--- config.mk ---
export PLATFORM = sky130hd
export DESIGN_NAME = worley_noise_voxel
export DESIGN_NICKNAME = d
export VERILOG_FILES = /design/src/rtl/wnv_pkg.sv /design/src/rtl/wnv_ctrl.sv /design/src/rtl/wnv_datapath.sv /design/src/rtl/worley_noise_voxel.sv
export SDC_FILE = /design/constraint.sdc
export NUM_CORES = 2
export LEC_CHECK = 0
export ABC_AREA = 1
export BUFFER_PORTS_ARGS = -buffer_cell sky130_fd_sc_hd__buf_4
export CAP_MARGIN = 10
export CORE_ASPECT_RATIO = 0.8
export CORE_MARGIN = 5
export CORE_UTILIZATION = 50
export DETAILED_ROUTE_END_ITERATION = 10
export GPL_TIMING_DRIVEN = 1
export PLACE_DENSITY = 0.65
export SLEW_MARGIN = 20
export SYNTH_ARGS = -nofsm -noshare
export SYNTH_HDL_FRONTEND = slang
export SYNTH_SLANG_ARGS = --single-unit
--- constraint.sdc ---
create_clock -name clk_i -period 10.4 [get_ports clk_i]
set_clock_uncertainty 0.1 [all_clocks]
set_input_delay 1.04 -clock clk_i [delete_from_list [all_inputs] [get_ports clk_i]]
set_output_delay 1.04 -clock clk_i [all_outputs]
set_load 0.02 [all_outputs]
--- src/rtl/wnv_pkg.sv ---
package wnv_pkg;

  localparam int unsigned CoordW = 7;
  localparam int unsigned TileW  = 5;
  localparam int unsigned LevelW = 2;
  localparam int unsigned NoiseW = 8;
  localparam int unsigned IdxW   = 9;
  localparam int unsigned DsumW  = 38;
  localparam int unsigned RhsW   = 54;
  localparam int unsigned AccW   = 52;

  // Generator and hash constants.
  localparam logic [31:0] MtInitMul = 32'd1812433253;
  localparam logic [31:0] MtMatrix  = 32'h9908B0DF;
  localparam logic [31:0] HashX     = 32'd19349663;
  localparam logic [31:0] HashY     = 32'd73856093;
  localparam logic [31:0] HashZ     = 32'd83492791;

  // The three draws need state words 1..6 and the taps 397 places further on.
  localparam logic [IdxW-1:0] MtFirst   = 9'd1;
  localparam logic [IdxW-1:0] MtLowLast = 9'd6;
  localparam logic [IdxW-1:0] MtM       = 9'd397;
  localparam logic [IdxW-1:0] MtLast    = 9'd402;

  // 255 squared, the scale of the final root search.
  localparam logic [15:0] RootScale = 16'd65025;
  localparam logic [7:0]  KMax      = 8'd255;

  localparam logic [1:0] DeltaLast = 2'd2;
  localparam logic [1:0] AxisLast  = 2'd2;
  localparam logic [2:0] PhAbs     = 3'd0;
  localparam logic [2:0] PhHiHi    = 3'd1;
  localparam logic [2:0] PhHiLo    = 3'd2;
  localparam logic [2:0] PhLoLo    = 3'd3;
  localparam logic [2:0] PhSum     = 3'd4;

  typedef enum logic [1:0] {
    Tiles4  = 2'd0,
    Tiles8  = 2'd1,
    Tiles16 = 2'd2,
    Tiles32 = 2'd3
  } tile_lvl_e;

  typedef enum logic [3:0] {
    StIdle,
    StSeed,
    StGen,
    StDraw,
    StDist,
    StMin,
    StRootPrep,
    StRoot,
    StDone
  } ctl_state_e;

  typedef struct packed {
    logic            load;
    logic            seed;
    logic            gen;
    logic            draw;
    logic            dist_en;
    logic            min_upd;
    logic            first;
    logic            root_init;
    logic            root_step;
    logic            out_load;
    logic [1:0]      dx;
    logic [1:0]      dy;
    logic [1:0]      dz;
    logic [IdxW-1:0] idx;
    logic [1:0]      axis;
    logic [2:0]      phase;
  } wnv_cmd_t;

  typedef struct packed {
    logic root_done;
  } wnv_stat_t;

  // Standard MT19937 output tempering.
  function automatic logic [31:0] mt_temper(input logic [31:0] v);
    logic [31:0] y;
    y = v;
    y = y ^ (y >> 11);
    y = y ^ ((y << 7) & 32'h9D2C5680);
    y = y ^ ((y << 15) & 32'hEFC60000);
    y = y ^ (y >> 18);
    return y;
  endfunction

endpackage

--- src/rtl/wnv_ctrl.sv ---
module wnv_ctrl (
  input  logic               clk_i,
  input  logic               rst_ni,
  input  logic               in_valid_i,
  output logic               in_ready_o,
  output logic               out_valid_o,
  input  logic               out_ready_i,
  input  wnv_pkg::wnv_stat_t stat_i,
  output wnv_pkg::wnv_cmd_t  cmd_o
);
  import wnv_pkg::*;

  ctl_state_e      state_q, state_d;
  logic [1:0]      dx_q, dx_d, dy_q, dy_d, dz_q, dz_d;
  logic [IdxW-1:0] step_q, step_d;
  logic [1:0]      axis_q, axis_d;
  logic [2:0]      ph_q, ph_d;
  logic            oval_q, oval_d;
  logic            last_cell;

  // State and counter registers.
  always_ff @(posedge clk_i or negedge rst_ni) begin
    if (!rst_ni) begin
      state_q <= StIdle;
      dx_q    <= '0;
      dy_q    <= '0;
      dz_q    <= '0;
      step_q  <= '0;
      axis_q  <= '0;
      ph_q    <= '0;
      oval_q  <= 1'b0;
    end else begin
      state_q <= state_d;
      dx_q    <= dx_d;
      dy_q    <= dy_d;
      dz_q    <= dz_d;
      step_q  <= step_d;
      axis_q  <= axis_d;
      ph_q    <= ph_d;
      oval_q  <= oval_d;
    end
  end

  assign last_cell   = (dx_q == DeltaLast) && (dy_q == DeltaLast) && (dz_q == DeltaLast);
  assign in_ready_o  = (state_q == StIdle);
  assign out_valid_o = oval_q;

  // Next state and datapath commands.
  always_comb begin
    state_d = state_q;
    dx_d    = dx_q;
    dy_d    = dy_q;
    dz_d    = dz_q;
    step_d  = step_q;
    axis_d  = axis_q;
    ph_d    = ph_q;
    oval_d  = oval_q & ~out_ready_i;
    cmd_o       = '0;
    cmd_o.dx    = dx_q;
    cmd_o.dy    = dy_q;
    cmd_o.dz    = dz_q;
    cmd_o.idx   = step_q;
    cmd_o.axis  = axis_q;
    cmd_o.phase = ph_q;
    cmd_o.first = (dx_q == 2'd0) && (dy_q == 2'd0) && (dz_q == 2'd0);
    unique case (state_q)
      StIdle: begin
        if (in_valid_i) begin
          cmd_o.load = 1'b1;
          dx_d       = '0;
          dy_d       = '0;
          dz_d       = '0;
          state_d    = StSeed;
        end
      end
      StSeed: begin
        cmd_o.seed = 1'b1;
        step_d     = MtFirst;
        state_d    = StGen;
      end
      StGen: begin
        cmd_o.gen = 1'b1;
        if (step_q == MtLast) begin
          state_d = StDraw;
        end else begin
          step_d = step_q + 1'b1;
        end
      end
      StDraw: begin
        cmd_o.draw = 1'b1;
        axis_d     = '0;
        ph_d       = PhAbs;
        state_d    = StDist;
      end
      StDist: begin
        cmd_o.dist_en = 1'b1;
        if (ph_q == PhSum) begin
          ph_d = PhAbs;
          if (axis_q == AxisLast) begin
            state_d = StMin;
          end else begin
            axis_d = axis_q + 1'b1;
          end
        end else begin
          ph_d = ph_q + 1'b1;
        end
      end
      StMin: begin
        cmd_o.min_upd = 1'b1;
        if (last_cell) begin
          state_d = StRootPrep;
        end else begin
          state_d = StSeed;
          if (dz_q != DeltaLast) begin
            dz_d = dz_q + 1'b1;
          end else begin
            dz_d = '0;
            if (dx_q != DeltaLast) begin
              dx_d = dx_q + 1'b1;
            end else begin
              dx_d = '0;
              dy_d = dy_q + 1'b1;
            end
          end
        end
      end
      StRootPrep: begin
        cmd_o.root_init = 1'b1;
        state_d         = StRoot;
      end
      StRoot: begin
        cmd_o.root_step = 1'b1;
        if (stat_i.root_done) begin
          state_d = StDone;
        end
      end
      StDone: begin
        if (!oval_q || out_ready_i) begin
          cmd_o.out_load = 1'b1;
          oval_d         = 1'b1;
          state_d        = StIdle;
        end
      end
      default: begin
        state_d = StIdle;
      end
    endcase
  end

endmodule

--- src/rtl/wnv_datapath.sv ---
module wnv_datapath (
  input  logic                          clk_i,
  input  logic                          rst_ni,
  input  logic                          cfg_we_i,
  input  logic [wnv_pkg::LevelW-1:0]    cfg_wdata_i,
  input  logic [wnv_pkg::CoordW-1:0]    vox_x_i,
  input  logic [wnv_pkg::CoordW-1:0]    vox_y_i,
  input  logic [wnv_pkg::CoordW-1:0]    vox_z_i,
  input  wnv_pkg::wnv_cmd_t             cmd_i,
  output wnv_pkg::wnv_stat_t            stat_o,
  output logic [wnv_pkg::NoiseW-1:0]    noise_value_o
);
  import wnv_pkg::*;

  tile_lvl_e          lvl_q;
  logic [TileW-1:0]   tile_q [3];
  logic [31:0]        fq_q   [3];
  logic [31:0]        x_q;
  logic [31:0]        mlo_q  [6];
  logic [31:0]        mhi_q  [3];
  logic [31:0]        u_q    [3];
  logic [33:0]        a_q;
  logic [35:0]        hh_q;
  logic [AccW-1:0]    acc_q;
  logic [DsumW-1:0]   dsum_q;
  logic [DsumW-1:0]   best_q;
  logic [RhsW-1:0]    rhs_q;
  logic [7:0]         k_q;
  logic [17:0]        kk3_q;
  logic [NoiseW-1:0]  res_q;
  logic [NoiseW-1:0]  noise_q;

  logic [CoordW-1:0]  coord [3];
  logic [TileW-1:0]   tile_d [3];
  logic [31:0]        fq_d   [3];
  logic [TileW-1:0]   nmask;
  logic [TileW-1:0]   nb [3];
  logic [1:0]         dsel [3];
  logic [31:0]        seed;
  logic [31:0]        mt_next;
  logic [31:0]        draw [3];
  logic [31:0]        ymix [3];
  logic [1:0]         dcur;
  logic [2:0]         delta;
  logic [34:0]        e_s;
  logic [17:0]        mul_a, mul_b;
  logic [35:0]        prod;
  logic               cond;

  assign coord[0] = vox_x_i;
  assign coord[1] = vox_y_i;
  assign coord[2] = vox_z_i;
  assign dsel[0]  = cmd_i.dx;
  assign dsel[1]  = cmd_i.dy;
  assign dsel[2]  = cmd_i.dz;

  // Cell index and in-cell fraction per axis; the side is 128, so both are bit slices.
  always_comb begin
    nmask = 5'd3;
    for (int a = 0; a < 3; a++) begin
      tile_d[a] = '0;
      fq_d[a]   = '0;
      unique case (lvl_q)
        Tiles4: begin
          tile_d[a] = {3'b000, coord[a][6:5]};
          fq_d[a]   = {coord[a][4:0], 27'b0};
        end
        Tiles8: begin
          tile_d[a] = {2'b00, coord[a][6:4]};
          fq_d[a]   = {coord[a][3:0], 28'b0};
        end
        Tiles16: begin
          tile_d[a] = {1'b0, coord[a][6:3]};
          fq_d[a]   = {coord[a][2:0], 29'b0};
        end
        Tiles32: begin
          tile_d[a] = coord[a][6:2];
          fq_d[a]   = {coord[a][1:0], 30'b0};
        end
        default: begin
          tile_d[a] = '0;
        end
      endcase
    end
    unique case (lvl_q)
      Tiles4:  nmask = 5'd3;
      Tiles8:  nmask = 5'd7;
      Tiles16: nmask = 5'd15;
      Tiles32: nmask = 5'd31;
      default: nmask = 5'd3;
    endcase
  end

  // Wrapped neighbor cell and its hash seed.
  always_comb begin
    logic [5:0] s;
    for (int a = 0; a < 3; a++) begin
      s     = {1'b0, tile_q[a]} + {4'b0, dsel[a]} + 6'd63;
      nb[a] = s[TileW-1:0] & nmask;
    end
    seed = (32'(nb[1]) * HashY) ^ (32'(nb[0]) * HashX) ^ (32'(nb[2]) * HashZ);
  end

  // One seeding step of the generator.
  assign mt_next = MtInitMul * (x_q ^ (x_q >> 30)) + 32'(cmd_i.idx);

  // The three odd draws: twist and temper.
  always_comb begin
    for (int j = 0; j < 3; j++) begin
      ymix[j] = (mlo_q[2*j] & 32'h80000000) | (mlo_q[2*j+1] & 32'h7FFFFFFF);
      draw[j] = mt_temper(mhi_q[j] ^ (ymix[j] >> 1) ^ (ymix[j][0] ? MtMatrix : 32'd0));
    end
  end

  // Signed displacement on the current axis.
  always_comb begin
    dcur = dsel[cmd_i.axis];
    delta = {1'b0, dcur} - 3'd1;
    e_s = {3'b000, fq_q[cmd_i.axis]} - {delta, 32'b0} - {3'b000, u_q[cmd_i.axis]};
  end

  // Shared 18x18 multiplier for the three partial products of a square.
  always_comb begin
    mul_a = a_q[33:16];
    mul_b = a_q[33:16];
    if (cmd_i.phase == PhHiLo) begin
      mul_b = {2'b00, a_q[15:0]};
    end else if (cmd_i.phase == PhLoLo) begin
      mul_a = {2'b00, a_q[15:0]};
      mul_b = {2'b00, a_q[15:0]};
    end
    prod = mul_a * mul_b;
  end

  assign cond = {4'b0, kk3_q, 32'b0} >= rhs_q;
  assign stat_o.root_done = cond || (k_q == KMax);

  // Configuration register.
  always_ff @(posedge clk_i or negedge rst_ni) begin
    if (!rst_ni) begin
      lvl_q <= Tiles4;
    end else if (cfg_we_i) begin
      lvl_q <= tile_lvl_e'(cfg_wdata_i);
    end
  end

  // Datapath registers.
  always_ff @(posedge clk_i) begin
    if (cmd_i.load) begin
      for (int a = 0; a < 3; a++) begin
        tile_q[a] <= tile_d[a];
        fq_q[a]   <= fq_d[a];
      end
    end
    if (cmd_i.seed) begin
      x_q    <= seed;
      dsum_q <= '0;
    end
    if (cmd_i.gen) begin
      x_q <= mt_next;
      if (cmd_i.idx >= MtFirst && cmd_i.idx <= MtLowLast) begin
        mlo_q[3'(cmd_i.idx[2:0] - 3'd1)] <= mt_next;
      end
      if (cmd_i.idx == MtM + 9'd1) begin
        mhi_q[0] <= mt_next;
      end
      if (cmd_i.idx == MtM + 9'd3) begin
        mhi_q[1] <= mt_next;
      end
      if (cmd_i.idx == MtM + 9'd5) begin
        mhi_q[2] <= mt_next;
      end
    end
    if (cmd_i.draw) begin
      for (int j = 0; j < 3; j++) begin
        u_q[j] <= draw[j];
      end
    end
    if (cmd_i.dist_en) begin
      unique case (cmd_i.phase)
        PhAbs:  a_q    <= e_s[34] ? 34'(-e_s) : e_s[33:0];
        PhHiHi: hh_q   <= prod;
        PhHiLo: acc_q  <= {1'b0, prod[33:0], 17'b0};
        PhLoLo: acc_q  <= acc_q + AccW'(prod);
        PhSum:  dsum_q <= dsum_q + DsumW'(hh_q) + DsumW'(acc_q[AccW-1:32]);
        default: a_q   <= a_q;
      endcase
    end
    if (cmd_i.min_upd && (cmd_i.first || dsum_q < best_q)) begin
      best_q <= dsum_q;
    end
    if (cmd_i.root_init) begin
      rhs_q <= RhsW'(best_q) * RhsW'(RootScale);
      k_q   <= '0;
      kk3_q <= '0;
    end
    if (cmd_i.root_step) begin
      if (cond) begin
        res_q <= KMax - k_q;
      end else if (k_q == KMax) begin
        res_q <= '0;
      end else begin
        k_q   <= k_q + 8'd1;
        kk3_q <= kk3_q + 18'(k_q) * 18'd6 + 18'd3;
      end
    end
    if (cmd_i.out_load) begin
      noise_q <= res_q;
    end
  end

  assign noise_value_o = noise_q;

endmodule

--- src/rtl/worley_noise_voxel.sv ---
// Sequence: 27 cells, each a hash, the generator seeding steps, a draw, the squared
// distance and a minimum; then the root search and the load of the output register,
// which waits while the previous word is still held and not taken.
// Throughput: one word at a time; a new voxel is accepted only once the previous word
// is in the output register. The pace is set by the single generator seeding multiplier.
// Reset: asynchronous, active low; clears the controller, the output valid and
// tile_level (four cells per axis).
module worley_noise_voxel (
  input  logic                          clk_i,
  input  logic                          rst_ni,
  input  logic                          cfg_we_i,
  input  logic [wnv_pkg::LevelW-1:0]    cfg_wdata_i,
  input  logic                          in_valid_i,
  output logic                          in_ready_o,
  input  logic [wnv_pkg::CoordW-1:0]    vox_x_i,
  input  logic [wnv_pkg::CoordW-1:0]    vox_y_i,
  input  logic [wnv_pkg::CoordW-1:0]    vox_z_i,
  output logic                          out_valid_o,
  input  logic                          out_ready_i,
  output logic [wnv_pkg::NoiseW-1:0]    noise_value_o
);
  import wnv_pkg::*;

  wnv_cmd_t  cmd;
  wnv_stat_t stat;

  // Sequencer.
  wnv_ctrl u_ctrl (
    .clk_i       (clk_i),
    .rst_ni      (rst_ni),
    .in_valid_i  (in_valid_i),
    .in_ready_o  (in_ready_o),
    .out_valid_o (out_valid_o),
    .out_ready_i (out_ready_i),
    .stat_i      (stat),
    .cmd_o       (cmd)
  );

  // Arithmetic and storage.
  wnv_datapath u_datapath (
    .clk_i         (clk_i),
    .rst_ni        (rst_ni),
    .cfg_we_i      (cfg_we_i),
    .cfg_wdata_i   (cfg_wdata_i),
    .vox_x_i       (vox_x_i),
    .vox_y_i       (vox_y_i),
    .vox_z_i       (vox_z_i),
    .cmd_i         (cmd),
    .stat_o        (stat),
    .noise_value_o (noise_value_o)
  );

endmodule
# After elaboration in Yosys (flattened, before gate mapping)
# Memories as Yosys holds them, arrays and structs flattened.
# Cells that the tools add are included.
# classes
mul	7
reduce_logical	34
bitwise	30
n_lt_le_gt_ge	5
eq_ne	36
addsub	25
muxes	95
# ops
cell	count
$pmux W32 S4	3
$xor A32 B32 Y32	10
$mux W32	7
$mux W18	7
$mux W38	3
$pmux W52 S2	1
$or A32 B31 Y32	3
$xor A32 B14 Y32	3
$xor A32 B21 Y32	3
$xor A32 B31 Y32	3
$pmux W5 S4	4
$mul A5 B27 Y32 const B	2
$reduce_or A32 Y1	2
$ge A50 B54 Y1	1
$mul A38 B16 Y54 const B	1
$add A52 B36 Y52	1
$mux W8	6
$add A38 B20 Y38	1
$add A38 B36 Y38	1
$lt A38 B38 Y1	1
$mul A18 B18 Y36	1
$pmux W4 S9	1
$sub A32 B35 Y35	1
$sub A35 B32 Y35	1
other kinds (60)	165
# totals
mem_count	5
reg_bits	353
wordCells	257
mem_bits_rw	495
out_inout_bits	10
# memory_table
name	words	width	rd	rd_clocked_by_memory_dff	write_ports	line_no	rtl
u_datapath.mlo_q	6	32	6	0	1	wnv_datapath.sv:19	logic [31:0] mlo_q [6];
u_datapath.fq_q	3	32	1	0	3	wnv_datapath.sv:17	logic [31:0] fq_q [3];
u_datapath.mhi_q	3	32	3	0	1	wnv_datapath.sv:20	logic [31:0] mhi_q [3];
u_datapath.u_q	3	32	1	0	3	wnv_datapath.sv:21	logic [31:0] u_q [3];
u_datapath.tile_q	3	5	3	0	3	wnv_datapath.sv:16	logic [TileW-1:0] tile_q [3];

# Depth between registers and ports, before layout
# depth
depth_word	9
ltp_mapped	48
mapped_depth_nobuf	47

# Hierarchy
# Synthesis repeated with hierarchy kept, for this count alone.
# unflattened
hier_cells	8090
area_unflattened_um2	72075.4
# by_module_without_submodules
mod	cells_per_inst	n_inst	area_each_um2	seq_area_each_um2
wnv_datapath	7866	1	70450.1	18748.0
wnv_ctrl	224	1	1625.3	625.6

# Least setup slack after synthesis
# Ideal clock, no wire load.
# synth_path
path_kind	register to register
from	register u_ctrl.ph_q[0]
to	register u_datapath.acc_q[49], data pin
path_slack_ps	1640
period_less_slack_ps	8760
n_path_buf	2
setup_ps	269
t_required_ps	10031
arrival_time_ps	8392
path_stages_with_launch	44
path_cell_list	dfrtp_1 -> inv_1 -> ha_1 -> nand2_1 -> inv_1 -> nor2_1 -> clkbuf_1 -> nand2_1 -> o21ai_1 -> inv_1 -> clkbuf_1 -> nand2_1 -> fa_1 -> fa_1 -> fa_1 -> inv_1 -> fa_1 -> fa_1 -> (+8 left out) -> a21o_1 -> a21boi_0 -> o21ai_0 -> nand2_1 -> nand2_1 -> xor2_1 -> ha_1 -> nand2_1 -> nor2_1 -> inv_1 -> nor2_1 -> and3_1 -> nand3_1 -> nand3_1 -> nor3b_1 -> nand2_1 -> xor2_1 -> o21ai_0
# synth_between
elab_chain_len	6
# synth_rtl
element	line_no	rtl
start: declaration	wnv_ctrl.sv:17	logic [2:0] ph_q, ph_d;
start signal: assignment	wnv_ctrl.sv:39	ph_q <= ph_d;
$eq A3 B2 Y1	wnv_datapath.sv:128	end else if (cmd_i.phase == PhLoLo) begin
$mux W18	wnv_datapath.sv:128	
$mux W18	wnv_datapath.sv:126	if (cmd_i.phase == PhHiLo) begin
$mul A18 B18 Y36 *	wnv_datapath.sv:132	prod = mul_a * mul_b;
named net u_datapath.prod[34]	wnv_datapath.sv:47	logic [35:0] prod;
$add A52 B36 Y52 *	wnv_datapath.sv:184	PhLoLo: acc_q <= acc_q + AccW'(prod);
$pmux W52 S2 *	wnv_datapath.sv:180	unique case (cmd_i.phase)
end signal: assignment	wnv_datapath.sv:183	PhHiLo: acc_q <= {1'b0, prod[33:0], 17'b0};
end signal: assignment	wnv_datapath.sv:184	
end: declaration	wnv_datapath.sv:24	logic [AccW-1:0] acc_q;
# The timed path passes the listed nets; every way through them passes the cells marked *.
# A chain may end at the register's enable or synchronous reset.

# Final worst setup path
# Same ends and word-level chain as after synthesis.

==> impl.org <==
** Place
- Routability-driven placement finished with a final weighted congestion of 0.971.
- Placement-stage cell area :: around 0.074 mm2
- Pre-CTS WS :: 0.600 ns
- The HPWL after detailed placement is 163000 um.
- Port buffering added 37 buffers.

** Timing
- Setup repair after global routing left no endpoint under its margin.
- Total count of hold-check failures in the final report :: 0
- Setup slack on the critical path of the routed design comes to around 0.7 ns.
- Setup violations remaining at the end of the flow were counted as 0.
- TNS Setup :: 0 ns
- FMAX :: 103 MHz
- Period utilisation layout :: 93.3%
- Hold slack final :: 0.242 ns
- Max-slew violation count :: 0
- Min Tclk post-route :: 9.71 ns
- In this run the tightest slew margin relative to its limit is approximately 17%.
- Worst-margin pin slew :: about 1.2 ns

** Route
- Antenna Nets Post-Route :: 0
- Using the TritonRoute via totals, the vias-per-cell ratio works out to 5.42.
- Per-cell routed wire length :: 20.0 um
- For this run, design rule violations remaining after detail routing come to 0.
- The final layout contains routed wiring with a total length of 198000 um.
- Number of DRC markers in iteration 0 :: 5018
- The first TritonRoute pass finished after 9 iterations.
- The final route contains 53.7k vias.

** Clocking
- Number of sinks on the clock net :: around 670
- Max Buffers Root-to-Sink :: 3
- Number of buffers created by CTS :: 74
- CTS built an H-tree with a depth of 3.
- Clock edge transition at the registers on the reported setup and hold paths :: approximately 0.06 ns
- CTS tree :: built
- The tree is rooted in a clkbuf_16.
- Clk Latency, worst-skew pair :: 0.66 ns

** Floorplanning
- The die is 347 um tall.
- For this configuration, the core starts out at a cell density of 50.4%.
- Die Footprint :: 0.150 mm2
- The floorplan has 123 rows.
- Die outline width :: 431 um
- Number of ports placed on the die boundary :: 38
- Placeable Area :: roughly 0.14 mm2

** Critical path
- Max stage delay on crit path :: 0.58 ns
- STA classifies the critical path endpoint as a flip-flop.
- The number of buffers and inverters on the critical path is 9.
- Critical path's top delay family :: adder cells
- Worst Path Class, Setup :: reg -> reg
- The most critical setup path has its startpoint at u_ctrl.ph_q[0]$_DFFE_PN0P_.
- Master of the slowest instance on the critical path :: fa_1
- Cells on worst reg2reg path :: 44
- Arrival time of the worst setup path :: 10.00 ns
- Type of origin of the critical path :: flip-flop
- The most critical setup path has its endpoint at u_datapath.acc_q[49]$_DFFE_PP_.
- The endpoint identified for the worst register-to-register timing path is u_datapath.acc_q[49]$_DFFE_PP_.
- In this run the critical register-to-register path is launched from u_ctrl.ph_q[0]$_DFFE_PN0P_.
- Along the worst path, the maximum fanout reaches 17.
- Depth of the critical timing path with buffers and inverters included :: 44
- The worst register-to-register path has a setup slack of 0.69 ns.
- CP required :: 10.69 ns

** Synth
- Summing the areas of all compound-gate instances in the mapped netlist gives under 10% of the synthesized area.
- Average footprint of a synthesized cell :: slightly above 9 um2
- Count of warnings emitted by yosys :: 0
- Sequential cells were found to cover a little over a quarter of the synthesized design area.
- Share of Yosys cell area claimed by the top area cell type :: around a quarter
- Number of register bits inferred by synthesis :: 671
- Counting flops with an async set or reset pin after synthesis yields a share of 4.02%.
- The synthesized netlist devotes 14.4% of its cell area to simple gates.
- By area, the combinational part of the netlist is dominated by adder cells.
- Adder and majority gate portion of the synthesized area :: 34.1%
- After technology mapping, the gate count stands at between 7k and 8k.
- Synthesized-area fraction occupied by xor and xnor cells :: 7.77%
- Mux cell area share after synthesis :: 0.0141%
- Post-synth top flop :: edfxtp_1
- Count of different cell masters after synthesis :: 67
- Mapped Nets :: 9402
- By area the synthesized netlist is led by edfxtp_1 25%, fa_1 19%, ha_1 16%, inv_1 7.6%, nand2_1 6.7%.
- The cell area that synthesis handed to floorplanning was between 0.07 and 0.08 mm2.
- Cell taking the most area after synthesis :: edfxtp_1
- Yosys mapped a number of flops with a built-in enable equal to 580.

** Cells and area
- At the end of the flow, the number of nets in the layout was 9540.
- Area growth from synthesis to final layout :: 8.33%
- Proportion of layout cells with a drive suffix above 1 :: roughly 5.6%
- Post-Layout Inst Area :: 0.0768 mm2

** Status
- The run finished with clean final reports.

** Global route
- For this run, global-route usage on met1 was measured as 39.9%.
- Vias in the first global route :: between 50k and 60k
- First-pass GRT wire length :: 309000 um
- Overflow left after global routing :: 0
- GR Util met2 :: 40.8%
- The number of antenna violations at the first check in global routing is 2.
- Entering global routing, the biggest net connects 71 pins.
- For met3 alone, demand over resource in global routing was 3.43%.
- The global routing stage identified its most utilized layer as met2.
- Global routing used 26.5% of the available tracks across all layers.

** Run
- Across the run, the number of max-cap violations was 0.

** Min path
- In this run the worst hold path is classified as in -> async.
==> layout make-up <==
type	instances	area (um2)
clock buffer	88	1960
inverter	1465	5500
tap	1875	2350
fill	12700	64000
multi-input combinational	5597	45800
clock inverter	49	657
sequential	671	19400
antenna	1	2.50
timing repair buffer	161	1240
==> worst register-to-register path: cells and delay by family, from the launching register on <==
kind / cells / cell delay, ns
simple gates: 18 / 2.38
fa+ha+maj: 9 / 3.93
flops: 1 / 0.40
xor+xnor: 2 / 0.33
buf+inv: 9 / 0.86
compound gates: 6 / 1.49
==> cell families after synthesis <==
group | after synthesis
AND/OR/NAND/NOR | 2418
AO/OA/AOI/OAI | 1011
adder cells (fa/ha/maj) | 1542
flip-flops | 671
buffers and inverters | 1564
XOR/XNOR | 625
multiplexers | 1
==> timing repair <==
item,4_1_cts,5_1_grt
buffers inserted,0,1
hold buffers,0,0
resized for setup,0,5
endpoints found under the setup margin,0,10
==> stage by stage <==
step	util [%]	std cells
finish	54.6	9907
global route	54.6	9906
CTS	54.5	9903
detailed placement	52.7	9766
global placement	52.7	9766
floorplan	-	7832
==> synthesized netlist by cell type (all sizes together) (46+ instances only) <==
cell type and instances:
inv 1453, nand2 1283, ha 885, fa 657, edfxtp 580, nor2 562, a21oi 400, o21ai 363
xor2 343, nand3 298, xnor2 282, or2 83, clkbuf 82, nor3 66, dfxtp 64, nand4 63
a31oi 46
==> sequential cells by signal, indices dropped and copies added, names as in the netlist, 8 cells and up <==
signal                    cells
u_datapath.fq_q              15
u_datapath.rhs_q             54
u_datapath.mhi_q             96
u_datapath.tile_q            15
u_datapath.best_q            38
u_datapath.hh_q              36
u_datapath.u_q               96
u_datapath.mlo_q             96
u_datapath.k_q                8
u_ctrl.step_q                 9
u_datapath.dsum_q            38
u_datapath.a_q               34
u_datapath.acc_q             52
u_datapath.kk3_q             18
u_datapath.res_q              8
u_datapath.x_q               32
u_datapath.noise_value_o      8
==> metal layers <==
| layer | up-vias | routed length, um |
|---|---|---|
| met3 | 245 | 13300 |
| met2 | 1721 | 86500 |
| met4 | 0 | 5060 |
| met5 | - | 0 |
| met1 | 26100 | 93400 |
| li1 | 25700 | - |
==> how the worst min path moves through the flow <==
stage,start,endpoint,cells past startpoint
6_report,rst_ni,u_datapath.lvl_q[0]$_DFFE_PN0P_,1
3_3_place_gp,u_datapath.res_q[0]$_SDFFCE_PN0P_,u_datapath.noise_value_o[0]$_DFFE_PP_,0
3_5_place_dp,u_datapath.res_q[4]$_SDFFCE_PN0P_,u_datapath.noise_value_o[4]$_DFFE_PP_,0
4_1_cts,rst_ni,u_datapath.lvl_q[0]$_DFFE_PN0P_,1
2_1_floorplan,u_datapath.res_q[0]$_SDFFCE_PN0P_,u_datapath.noise_value_o[0]$_DFFE_PP_,0
5_1_grt,rst_ni,u_datapath.lvl_q[0]$_DFFE_PN0P_,1
==> cell usage in the layout, fill, tap and decap left out, drive strengths merged, types with 21 or more instances in the layout <==
cell and count:
xor2 343, dfxtp 64, or2 83, clkbuf 88, o211ai 39, inv 1460
a21oi 400, clkinv 35, nor2 562, nand3 298, a21o 44, nand2 1283
o21ai 363, nor3 66, a31oi 46, nand4 63, ha 885, nor4 21
edfxtp 580, dfrtp 27, o21bai 30, buf 161, xnor2 282, fa 657
Power is not shown: default switching activity piles up to over one toggle a cycle in this logic, so the estimate is an artifact.
